<file path="config.mk">
export PLATFORM = sky130hd
export DESIGN_NAME = framed_command_responder_crc8
export DESIGN_NICKNAME = d
export VERILOG_FILES = /design/src/rtl/fcr_pkg.sv /design/src/rtl/fcr_front.sv /design/src/rtl/fcr_cmdq.sv /design/src/rtl/fcr_back.sv /design/src/rtl/framed_command_responder_crc8.sv
export VERILOG_INCLUDE_DIRS = /design/src /design/src/rtl
export SDC_FILE = /design/constraint.sdc
export NUM_CORES = 1
export LEC_CHECK = 0
export BUFFER_PORTS_ARGS = -buffer_cell sky130_fd_sc_hd__buf_2
export CAP_MARGIN = 15
export CORE_MARGIN = 5
export CORE_UTILIZATION = 57
export CTS_BUF_LIST = sky130_fd_sc_hd__clkbuf_8
export DETAILED_ROUTE_END_ITERATION = 6
export PLACE_DENSITY = 0.87
export SETUP_SLACK_MARGIN = 0.5
export SYNTH_ARGS = -nofsm -noshare
export SYNTH_HDL_FRONTEND = slang
export SYNTH_SLANG_ARGS = --single-unit
</file>
<file path="constraint.sdc">
create_clock -name clk -period 2.7 [get_ports clk]
set_input_delay 0.54 -clock clk [delete_from_list [all_inputs] [get_ports clk]]
set_output_delay 0.54 -clock clk [all_outputs]
set_load 0.005 [all_outputs]
</file>
<file path="src/rtl/framed_command_responder_crc8_macros.svh">
// Assertion macros shared by the responder RTL.
`ifndef FRAMED_COMMAND_RESPONDER_CRC8_MACROS_SVH
`define FRAMED_COMMAND_RESPONDER_CRC8_MACROS_SVH

// Condition must never hold outside reset.
`define FCR_ASSERT_NEVER(label, clk, rst, bad) \
  label: assert property (@(posedge clk) disable iff (rst) !(bad)) \
    else $error("fcr: forbidden condition seen");

// Trigger in one cycle implies the consequence in the next.
`define FCR_ASSERT_NEXT(label, clk, rst, trig, cons) \
  label: assert property (@(posedge clk) disable iff (rst) (trig) |=> (cons)) \
    else $error("fcr: expected follow-up missing");

`endif

</file>
<file path="src/rtl/fcr_pkg.sv">
// Shared constants, types and CRC function for the framed command responder.
`default_nettype none

package fcr_pkg;

  // Frame and opcode bytes
  localparam logic [7:0] DLE_CODE    = 8'd144;
  localparam logic [7:0] STX_CODE    = 8'd2;
  localparam logic [7:0] OP_READY    = 8'd77;
  localparam logic [7:0] OP_FIXED    = 8'd88;
  localparam logic [7:0] OP_SENSE    = 8'd99;
  localparam logic [7:0] READY_DATA  = 8'd1;
  localparam logic [7:0] FIXED_FIRST = 8'd12;
  localparam logic [7:0] FIXED_NEXT  = 8'd13;
  localparam logic [7:0] CRC_POLY    = 8'h07;

  // Reply data length codes
  localparam logic [1:0] LEN_NONE = 2'd0;
  localparam logic [1:0] LEN_ONE  = 2'd1;
  localparam logic [1:0] LEN_TWO  = 2'd2;

  // Command queue geometry (depth is a power of two)
  localparam int CMDQ_DEPTH = 2;
  localparam int CMDQ_AW    = $clog2(CMDQ_DEPTH);
  localparam int CMDQ_CW    = $clog2(CMDQ_DEPTH + 1);

  // One classified request: data length and up to two data bytes
  typedef struct packed {
    logic [1:0] len;
    logic [7:0] d0;
    logic [7:0] d1;
  } cmd_t;

  // Request parser phase
  typedef enum logic [2:0] {
    PH_DLE = 3'b001,
    PH_STX = 3'b010,
    PH_OP  = 3'b100
  } phase_t;

  // Reply serializer step
  typedef enum logic [6:0] {
    S_IDLE = 7'b0000001,
    S_DLE  = 7'b0000010,
    S_STX  = 7'b0000100,
    S_LEN  = 7'b0001000,
    S_D0   = 7'b0010000,
    S_D1   = 7'b0100000,
    S_CRC  = 7'b1000000
  } step_t;

  // CRC-8, poly 0x07, MSB first, one byte
  function automatic logic [7:0] crc8_update(logic [7:0] crc, logic [7:0] data);
    logic [7:0] c;
    c = crc ^ data;
    for (int i = 0; i < 8; i++) begin
      c = c[7] ? ((c << 1) ^ CRC_POLY) : (c << 1);
    end
    return c;
  endfunction

endpackage

`default_nettype wire

</file>
<file path="src/rtl/fcr_front.sv">
// Request parser: finds DLE STX opcode and classifies the opcode into a command.
`default_nettype none

module fcr_front (
  input  logic           clk,
  input  logic           rst,
  input  logic           push,
  output logic           full,
  input  logic [7:0]     rx_byte,
  input  logic [7:0]     temperature_byte,
  input  logic [7:0]     altitude_byte,
  output logic           q_push,
  output fcr_pkg::cmd_t  q_cmd,
  input  logic           q_full
);
  import fcr_pkg::*;

  phase_t phase;
  phase_t phase_next;
  logic   accept;

  // Stall input whenever the command queue has no room
  assign full   = q_full;
  assign accept = push && !q_full;
  assign q_push = accept && (phase == PH_OP);

  // Frame phase tracking
  always_comb begin
    phase_next = phase;
    case (phase)
      PH_DLE:  phase_next = (rx_byte == DLE_CODE) ? PH_STX : PH_DLE;
      PH_STX:  phase_next = (rx_byte == STX_CODE) ? PH_OP : PH_DLE;
      PH_OP:   phase_next = PH_DLE;
      default: phase_next = PH_DLE;
    endcase
  end

  always_ff @(posedge clk) begin
    if (rst) begin
      phase <= PH_DLE;
    end else if (accept) begin
      phase <= phase_next;
    end
  end

  // Opcode classification
  always_comb begin
    q_cmd.len = LEN_NONE;
    q_cmd.d0  = '0;
    q_cmd.d1  = '0;
    case (rx_byte)
      OP_READY: begin
        q_cmd.len = LEN_ONE;
        q_cmd.d0  = READY_DATA;
      end
      OP_FIXED: begin
        q_cmd.len = LEN_TWO;
        q_cmd.d0  = FIXED_FIRST;
        q_cmd.d1  = FIXED_NEXT;
      end
      OP_SENSE: begin
        q_cmd.len = LEN_TWO;
        q_cmd.d0  = temperature_byte;
        q_cmd.d1  = altitude_byte;
      end
      default: begin
        q_cmd.len = LEN_NONE;
      end
    endcase
  end

endmodule

`default_nettype wire

</file>
<file path="src/rtl/fcr_cmdq.sv">
// Short command queue between the parser and the reply serializer.
`default_nettype none
`include "framed_command_responder_crc8_macros.svh"

module fcr_cmdq (
  input  logic           clk,
  input  logic           rst,
  input  logic           push,
  input  fcr_pkg::cmd_t  push_cmd,
  output logic           full,
  input  logic           pop,
  output fcr_pkg::cmd_t  pop_cmd,
  output logic           valid
);
  import fcr_pkg::*;

  cmd_t                entry [CMDQ_DEPTH];
  logic [CMDQ_AW-1:0]  wr_ptr;
  logic [CMDQ_AW-1:0]  rd_ptr;
  logic [CMDQ_CW-1:0]  count;
  logic                do_push;
  logic                do_pop;

  assign full    = (count == CMDQ_CW'(CMDQ_DEPTH));
  assign valid   = (count != '0);
  assign do_push = push && !full;
  assign do_pop  = pop && valid;
  assign pop_cmd = entry[rd_ptr];

  // Entry storage
  always_ff @(posedge clk) begin
    if (do_push) begin
      entry[wr_ptr] <= push_cmd;
    end
  end

  // Pointers and fill count
  always_ff @(posedge clk) begin
    if (rst) begin
      wr_ptr <= '0;
      rd_ptr <= '0;
      count  <= '0;
    end else begin
      if (do_push) begin
        wr_ptr <= wr_ptr + 1'b1;
      end
      if (do_pop) begin
        rd_ptr <= rd_ptr + 1'b1;
      end
      if (do_push && !do_pop) begin
        count <= count + 1'b1;
      end else if (do_pop && !do_push) begin
        count <= count - 1'b1;
      end
    end
  end

  `FCR_ASSERT_NEVER(a_cmdq_over, clk, rst, count > CMDQ_CW'(CMDQ_DEPTH))
  `FCR_ASSERT_NEVER(a_cmdq_push_full, clk, rst, push && full)

endmodule

`default_nettype wire

</file>
<file path="src/rtl/fcr_back.sv">
// Reply serializer: walks one command into DLE STX LEN data CRC, with output register.
`default_nettype none
`include "framed_command_responder_crc8_macros.svh"

module fcr_back (
  input  logic           clk,
  input  logic           rst,
  input  logic           q_valid,
  input  fcr_pkg::cmd_t  q_cmd,
  output logic           q_pop,
  output logic           empty,
  input  logic           pop,
  output logic [7:0]     tx_byte,
  output logic           last_byte
);
  import fcr_pkg::*;

  step_t       step;
  step_t       step_next;
  cmd_t        cmd;
  logic [7:0]  crc;
  logic        ov;
  logic [7:0]  ob;
  logic        ol;
  logic        pop_acc;
  logic        gen;
  logic        finishing;
  logic [7:0]  byte_val;
  logic        last_val;

  assign pop_acc   = pop && ov;
  assign gen       = (step != S_IDLE) && (!ov || pop_acc);
  assign finishing = gen && (step == S_CRC);
  assign q_pop     = q_valid && ((step == S_IDLE) || finishing);

  assign empty     = !ov;
  assign tx_byte   = ob;
  assign last_byte = ol;

  // Byte selection and next step
  always_comb begin
    byte_val  = '0;
    last_val  = 1'b0;
    step_next = step;
    case (step)
      S_DLE: begin
        byte_val  = DLE_CODE;
        step_next = S_STX;
      end
      S_STX: begin
        byte_val  = STX_CODE;
        step_next = S_LEN;
      end
      S_LEN: begin
        byte_val  = {6'd0, cmd.len};
        step_next = (cmd.len == LEN_NONE) ? S_CRC : S_D0;
      end
      S_D0: begin
        byte_val  = cmd.d0;
        step_next = (cmd.len == LEN_ONE) ? S_CRC : S_D1;
      end
      S_D1: begin
        byte_val  = cmd.d1;
        step_next = S_CRC;
      end
      S_CRC: begin
        byte_val  = crc;
        last_val  = 1'b1;
        step_next = S_IDLE;
      end
      default: begin
        step_next = S_IDLE;
      end
    endcase
  end

  // Sequencer: load a new command as soon as the previous one ends
  always_ff @(posedge clk) begin
    if (rst) begin
      step <= S_IDLE;
    end else if (q_pop) begin
      step <= S_DLE;
    end else if (gen) begin
      step <= step_next;
    end
  end

  // Command hold and running CRC over data bytes
  always_ff @(posedge clk) begin
    if (q_pop) begin
      cmd <= q_cmd;
      crc <= '0;
    end else if (gen && ((step == S_D0) || (step == S_D1))) begin
      crc <= crc8_update(crc, byte_val);
    end
  end

  // Output register
  always_ff @(posedge clk) begin
    if (rst) begin
      ov <= 1'b0;
    end else if (gen) begin
      ov <= 1'b1;
    end else if (pop_acc) begin
      ov <= 1'b0;
    end
  end

  always_ff @(posedge clk) begin
    if (gen) begin
      ob <= byte_val;
      ol <= last_val;
    end
  end

  `FCR_ASSERT_NEVER(a_back_pop_empty, clk, rst, q_pop && !q_valid)
  `FCR_ASSERT_NEXT(a_back_crc_last, clk, rst, finishing, ov && ol)

endmodule

`default_nettype wire

</file>
<file path="src/rtl/framed_command_responder_crc8.sv">
// The first reply byte (DLE) goes via queue entry, step register and output register to tx_byte.
// Throughput: one received item per cycle while the two-entry command queue has room;
// reply bytes leave one per cycle while pop is held; replies run back to back, 4 to 6 bytes each.
// Output rate is set by the single reply serializer; input stalls only when the queue fills.
// Reset (rst, synchronous): parser waits for DLE, command queue and output register are emptied.
`default_nettype none

module framed_command_responder_crc8 (
  input  logic       clk,
  input  logic       rst,
  input  logic       push,
  output logic       full,
  input  logic [7:0] rx_byte,
  input  logic [7:0] temperature_byte,
  input  logic [7:0] altitude_byte,
  output logic       empty,
  input  logic       pop,
  output logic [7:0] tx_byte,
  output logic       last_byte
);
  import fcr_pkg::*;

  logic  fq_push;
  cmd_t  fq_cmd;
  logic  fq_full;
  logic  qb_pop;
  cmd_t  qb_cmd;
  logic  qb_valid;

  // Front: parse and classify
  fcr_front u_front (
    .clk              (clk),
    .rst              (rst),
    .push             (push),
    .full             (full),
    .rx_byte          (rx_byte),
    .temperature_byte (temperature_byte),
    .altitude_byte    (altitude_byte),
    .q_push           (fq_push),
    .q_cmd            (fq_cmd),
    .q_full           (fq_full)
  );

  // Decoupling command queue
  fcr_cmdq u_cmdq (
    .clk      (clk),
    .rst      (rst),
    .push     (fq_push),
    .push_cmd (fq_cmd),
    .full     (fq_full),
    .pop      (qb_pop),
    .pop_cmd  (qb_cmd),
    .valid    (qb_valid)
  );

  // Back: reply framing and CRC
  fcr_back u_back (
    .clk       (clk),
    .rst       (rst),
    .q_valid   (qb_valid),
    .q_cmd     (qb_cmd),
    .q_pop     (qb_pop),
    .empty     (empty),
    .pop       (pop),
    .tx_byte   (tx_byte),
    .last_byte (last_byte)
  );

endmodule

`default_nettype wire

</file>
# == Word-level counts from Yosys, hierarchy flattened ==
# Memories as Yosys holds them, arrays and structs flattened. A register that Yosys moved wholly into a read port is not among the register bits.
# Index checks and enable logic that the tools add are counted.
# W data, S select, Z words.
# classes
n_reduce_logical,25
add_sub_neg,4
eq_ne,18
bitwise_logic,9
muxes,27
# ops
op,n
$pmux W8 S6,1
$pmux W7 S5,1
$mux W3,9
$eq A8 B7 Y1 const B,3
$not A3 Y3,8
$pmux W8 S3,1
$pmux W8 S2,1
$mux W7,2
$logic_and A1 B1 Y1,11
$mux W2,5
$eq A8 B2 Y1 const B,1
$eq A8 B8 Y1 const B,1
$reduce_bool A2 Y1,4
$xor A8 B8 Y8,1
$eq A7 B1 Y1 const B,1
$eq A7 B2 Y1 const B,1
$eq A7 B3 Y1 const B,1
$eq A7 B4 Y1 const B,1
$eq A7 B5 Y1 const B,1
$eq A7 B6 Y1 const B,1
$eq A7 B7 Y1 const B,1
$ne A7 B1 Y1 const B,1
$pmux W3 S2,1
$mux W1,5
13 further kinds,20
# totals
word_cells,94
input_bits,28
out_inout_bits,11
regBits,32
mem_count,1
ram_bits,36
# mem_list
name,words,word_bits,read_ports,rd_clocked_by_memory_dff,write_ports,line_no,rtl
u_cmdq.entry,2,18,1,1,1,fcr_cmdq.sv:17,cmd_t entry [CMDQ_DEPTH];

# == Longest topological paths before layout ==
# depth
depth_word,19
ltp_mapped,10
ltp_nobuf,8

# == Hierarchy ==
# Synthesis repeated with hierarchy kept, for this count alone.
# hier_totals
hier_cells,314
hier_area_um2,4026.4
# modules_own_cells
mod,area_per_inst_um2,seq_area_each_um2,cells_each,instances
fcr_back,2095.8,1131.1,183,1
fcr_cmdq,1516.5,1181.1,81,1
fcr_front,414.1,60.1,50,1

# == Worst setup path after synthesis ==
# OpenSTA, ideal clock, no wires.
# synth_path
path_type,reg-to-reg
from,register u_cmdq.count[0]
to,"memory u_cmdq.entry[0][0] (netlist name), enable pin"
t_required_ns,2.305
stages_incl_launch_ff,5
path_buffers,0
period_less_slack_ns,2.458
setup_time_ns,0.395
arrival_ns,2.063
path_slack_ns,0.242
cell_sequence,dfxtp_1 > nor2b_1 > nand2b_1 > nor4b_1 > nor2b_1
# synth_between
elab_chain_cells,7
# synth_rtl
element,line_no,rtl
start: declaration,fcr_cmdq.sv:20,logic [CMDQ_CW-1:0] count;
start signal: assignment,fcr_cmdq.sv:51,count <= count + 1'b1;
start signal: assignment,fcr_cmdq.sv:53,count <= count - 1'b1;
$eq A2 B2 Y1 (*),fcr_cmdq.sv:24,assign full = (count == CMDQ_CW'(CMDQ_DEPTH));
named net full,framed_command_responder_crc8.sv:12,"output logic full,"
$logic_not A1 Y1 (*),"fcr_front.sv:24, fcr_cmdq.sv:26",
$logic_and A1 B1 Y1,fcr_front.sv:24,assign accept = push && !q_full;
$logic_and A1 B1 Y1,fcr_front.sv:25,assign q_push = accept && (phase == PH_OP);
$logic_and A1 B1 Y1 (*),fcr_cmdq.sv:26,assign do_push = push && !full;
named net u_cmdq.do_push,fcr_cmdq.sv:21,logic do_push;
$mux W1 (*),fcr_cmdq.sv:32,if (do_push) begin
$mux W1 (not written as such) (*),fcr_cmdq.sv:33,entry[wr_ptr] <= push_cmd;
end: declaration,fcr_cmdq.sv:17,
# The timed path passes the listed nets; every way through them passes the cells marked *.

# == Worst setup path in the final report ==
# layout_path
from,register u_back.step[6]
to,register u_back.crc[1]
# layout_between
elab_chain_cells,8
elab_cells_between_ends,23
classes_between,8 x eq/ne; 5 x mux; 4 x bitwise; 6 x reduce/logical
# layout_rtl
element,line_no,rtl
start: declaration,fcr_back.sv:18,step_t step;
start signal: assignment,fcr_back.sv:84,step <= step_next;
$eq A7 B7 Y1 (tied with other cells),fcr_back.sv:45,case (step)
$pmux W8 S6 (*),fcr_back.sv:45,
named net u_back.byte_val[1],fcr_back.sv:28,logic [7:0] byte_val;
$xor A8 B8 Y8 (*),fcr_pkg.sv:55,c = crc ^ data;
$not A3 Y3 (no line),n/a,
$mux W3 (*) (2 in series),fcr_pkg.sv:57,c = c[7] ? ((c << 1) ^ CRC_POLY) : (c << 1);
$not A3 Y3 (no line),n/a,
$mux W3 (*),fcr_pkg.sv:57,
end signal: assignment,fcr_back.sv:94,"crc <= crc8_update(crc, byte_val);"
end: declaration,fcr_back.sv:21,logic [7:0] crc;
# Marks and branches as above.
# A chain may end at the register's enable or synchronous reset.

==> out/summary.txt <==
port bufs: 38
P&R area growth vs syn: 20.8%
grt ovf: 0
htree depth: 3
Post-Layout Inst Area: 0.00520 sq mm
Final Hold Viols: 0
max cap viols: 0
leakage power: 1.97 nW
met3 wire len: 527 um
vias per inst: 5.94
Hold Buf Count CTS: 0
Iter 0 DRT Violations: 251
dpl ws: 0.252 ns
EDFF count, synth: 63
switching pwr: 0.00110 W
Simple-Gate Fraction of Synth Area: 0.198
clk root buf: clkbuf_8
final cell count without fillers: 554
Slew @ Worst Pin: 0.881 ns
detailed-route via count: 3292
crit path DAT: 2.50 ns
vias in the first global route: 3150
Mapped Area: 0.00430 sq mm
layout cells sized above 1: 0.330
kind of critical path: register to register
met2 WL post-DR: 4.67 mm
worst-path maximum fanout: 6
drt first pass iters: 5
synth top area cells: edfxtp_1 44%, dfxtp_1 11%, mux2_2 5.0%, nand2_1 3.1%, nor2_1 2.2%
xor/xnor share of the synthesized area: 0.0343
Final period util: 0.837
Setup violations, final: 0
hold path depth: 3
setup ws final: 0.441 ns
element type at the critical path start: register
main combinational cell family by area after synthesis: simple AND/OR/NAND/NOR gates
min-delay worst type: primary input to register
sequential fraction of the synthesis area: 0.547
global-route usage over all layers: 0.194
RSZ-0062 raised after global routing: true
total CTS buffers: 9
initial antenna violation count: 0
Max IR drop VDD: 419 uV
mux contribution to synthesized area: 0.0599
CTS tree: yes
WP data required: 2.94 ns
Crit. End Element: register
placed instance area: 0.00463 sq mm
sw frac: 0.301
Die X: 96.9 um
number of top-level pins: 39
CTS Buffer Depth: 2
Cell Pwr Density: 706 mW/mm^2
residual DRC count: 0
# clock sinks: 86
fmax: 443 MHz
Mapped Cells: 389
Initial Utilization: 0.590
relative slew slack: 0.412
count of cell types in the netlist: 65
Clock Skew: 0.00905 ns
R2R Setup Slk: 0.44 ns
flops & latches, synth: 86
Post-Syn Area per Cell: 11.1 sq um
combinational power share: 0.232
Die Height: 96.9 um
DR top layer: met4
Final Max Tran Viols: 0
Adder-Cell Fraction of Synth Area: 0.00291
status: finished clean
Die ar.: 0.00939 sq mm
Core Util, Final: 0.713
layout net count: 479
HPWL reported at the end of detailed placement: 6.03 mm
largest net degree at the start of global routing: 22
minimum clock period: 2.26 ns
Clock Power Share: 0.275
syn nets: 418
hold_sp: altitude_byte[2]
total negative setup slack: 0 ns
worst reg-to-reg path cell count: 7
compound-cell area share of the yosys netlist: 0.128
Most used DFF post-synth: edfxtp_1
post-synth top area share: 0.440
yosys warns: 0
clk_lat worst skew: 0.36 ns
worst flop-to-flop path startpoint: u_back.step[6]
Sequential Power Share: 0.494
Filler cells: 513
WL/cell: 16.9 um
GP Congestion: 0.935
Synth area leader: edfxtp_1
Inst Count DP: 516
Antenna diodes: 0
Metal-1 WL: 3.92 mm
first-pass GRT wire length: 15.0 mm
standard-cell rows: 31
clk slew on worst S/H paths: 0.09 ns
Endpoint, Worst Hold: u_cmdq.entry[1][2]
Worst R2R End: u_back.crc[1]
Pint: 0.00257 W
post-route ant nets: 0
CORE AREA: 0.00729 sq mm
async set-or-reset flop fraction in the synthesized netlist: 0
Routed WL: 9.35 mm
layout make-up:
cell class | count | area [sq um] | share of cell area
clock buffers | 9 | 124 | 0.0238
multi-input cells | 272 | 1990 | 0.382
clock inverters | 7 | 98.8 | 0.0190
well taps | 99 | 124 | 0.0238
flip-flops and latches | 86 | 2380 | 0.457
inverters | 9 | 33.8 | 0.00650
repair buffers | 72 | 453 | 0.0871
worst max path at each step:
stage	startpoint	end	slack, ns	cells past startpoint
finish	u_back.step[6]	u_back.crc[1]	0.44	7
global route	u_back.step[6]	u_back.crc[1]	0.39	8
CTS	u_back.step[0]	u_back.crc[3]	0.49	7
detailed placement	u_back.step[4]	u_back.crc[1]	0.25	7
global placement	u_back.step[1]	u_back.crc[1]	0.33	7
floorplan	u_back.step[2]	u_back.crc[1]	0.50	9
per-layer routing:
layer  vias up  track usage
met3        29       0.0295
met2       140        0.327
li1       1572            -
met4         0       0.0896
met1      1551        0.246
met5         -            0
critical path, stage by stage, from the launching register on:
cell	delay, ns
dfxtp_4	0.38
or4_4	0.58
a211o_1	0.30
o21ai_1	0.22
or4_1	0.18
o21ba_2	0.16
nor3_1	0.21
o211ai_1	0.11
cells in the final DEF (no fill, tap or decap), types with 4 or more instances in the layout:
master	n
clkbuf_8	9
dfxtp_4	7
a21oi_1	10
o211ai_1	4
mux2_2	18
o21ai_0	13
xor2_1	5
and2_1	12
inv_1	9
nand2b_1	8
nand3_1	14
nor3_2	4
nor2b_1	6
nand3b_1	10
edfxtp_1	63
or4_1	4
nor3_1	4
or3_1	5
nor2_1	23
dfxtp_1	16
xnor2_1	10
nand2_1	35
buf_2	38
a31oi_1	4
o21ai_1	6
o2111ai_1	4
buf_4	32
synthesized netlist by cell type (3+ instances only):
cell type / instances
and2_1: 12
edfxtp_1: 63
nand2_1: 35
inv_1: 9
a211o_1: 3
a21o_1: 3
nand3_1: 14
nor2b_1: 9
nor3_1: 7
xor2_1: 5
nor3b_1: 3
a21oi_1: 12
o21ai_0: 18
clkbuf_1: 14
or2_2: 3
o211ai_1: 4
mux2i_1: 3
xnor2_1: 10
or3_1: 6
nand3b_1: 10
or4_1: 4
nand2b_1: 8
mux2_2: 19
buf_2: 6
a31oi_1: 4
dfxtp_1: 23
nand4_1: 3
nor2_1: 25
o2111ai_1: 5
metrics by stage:
stage	power, W	hold WS [ns]
after floorplan	0.00229	0.466
final	0.00367	0.469
after detailed placement	0.00256	0.501
after global routing	0.00385	0.464
after global placement	0.00253	0.483
after CTS	0.00360	0.453
power groups by stage:
stage | registers, W | logic, W | clock network (W)
2_1_floorplan | 0.00176 | 0.000530 | 0
3_3_place_gp | 0.00182 | 0.000709 | 0
3_5_place_dp | 0.00183 | 0.000727 | 0
4_1_cts | 0.00180 | 0.000776 | 0.00102
5_1_grt | 0.00184 | 0.000920 | 0.00109
6_report | 0.00181 | 0.000851 | 0.00101
registers in the layout, summed over array words and instances (netlist names), 2 cells and up:
| register | count |
|---|---|
| u_back.step | 7 |
| u_cmdq.count | 2 |
| u_front.phase | 3 |
| u_back.tx_byte | 8 |
| u_back.crc | 8 |
| u_cmdq.entry | 36 |
| u_back.cmd | 18 |
kinds of logic after synthesis:
family | after synthesis
AOI/OAI and AO/OA | 78
DFF | 86
and+or+nand+nor | 154
muxes | 23
adders and majority gates | 1
xor gates and xnor gates | 16
buffers and inverters | 31
repair_timing:
item                                    4_1_cts  5_1_grt
resized for setup                            26       24
endpoints found under the setup margin        9        9
buffers inserted                             16        6
pin swaps                                     7        8
(Power assumes the default switching activity.)
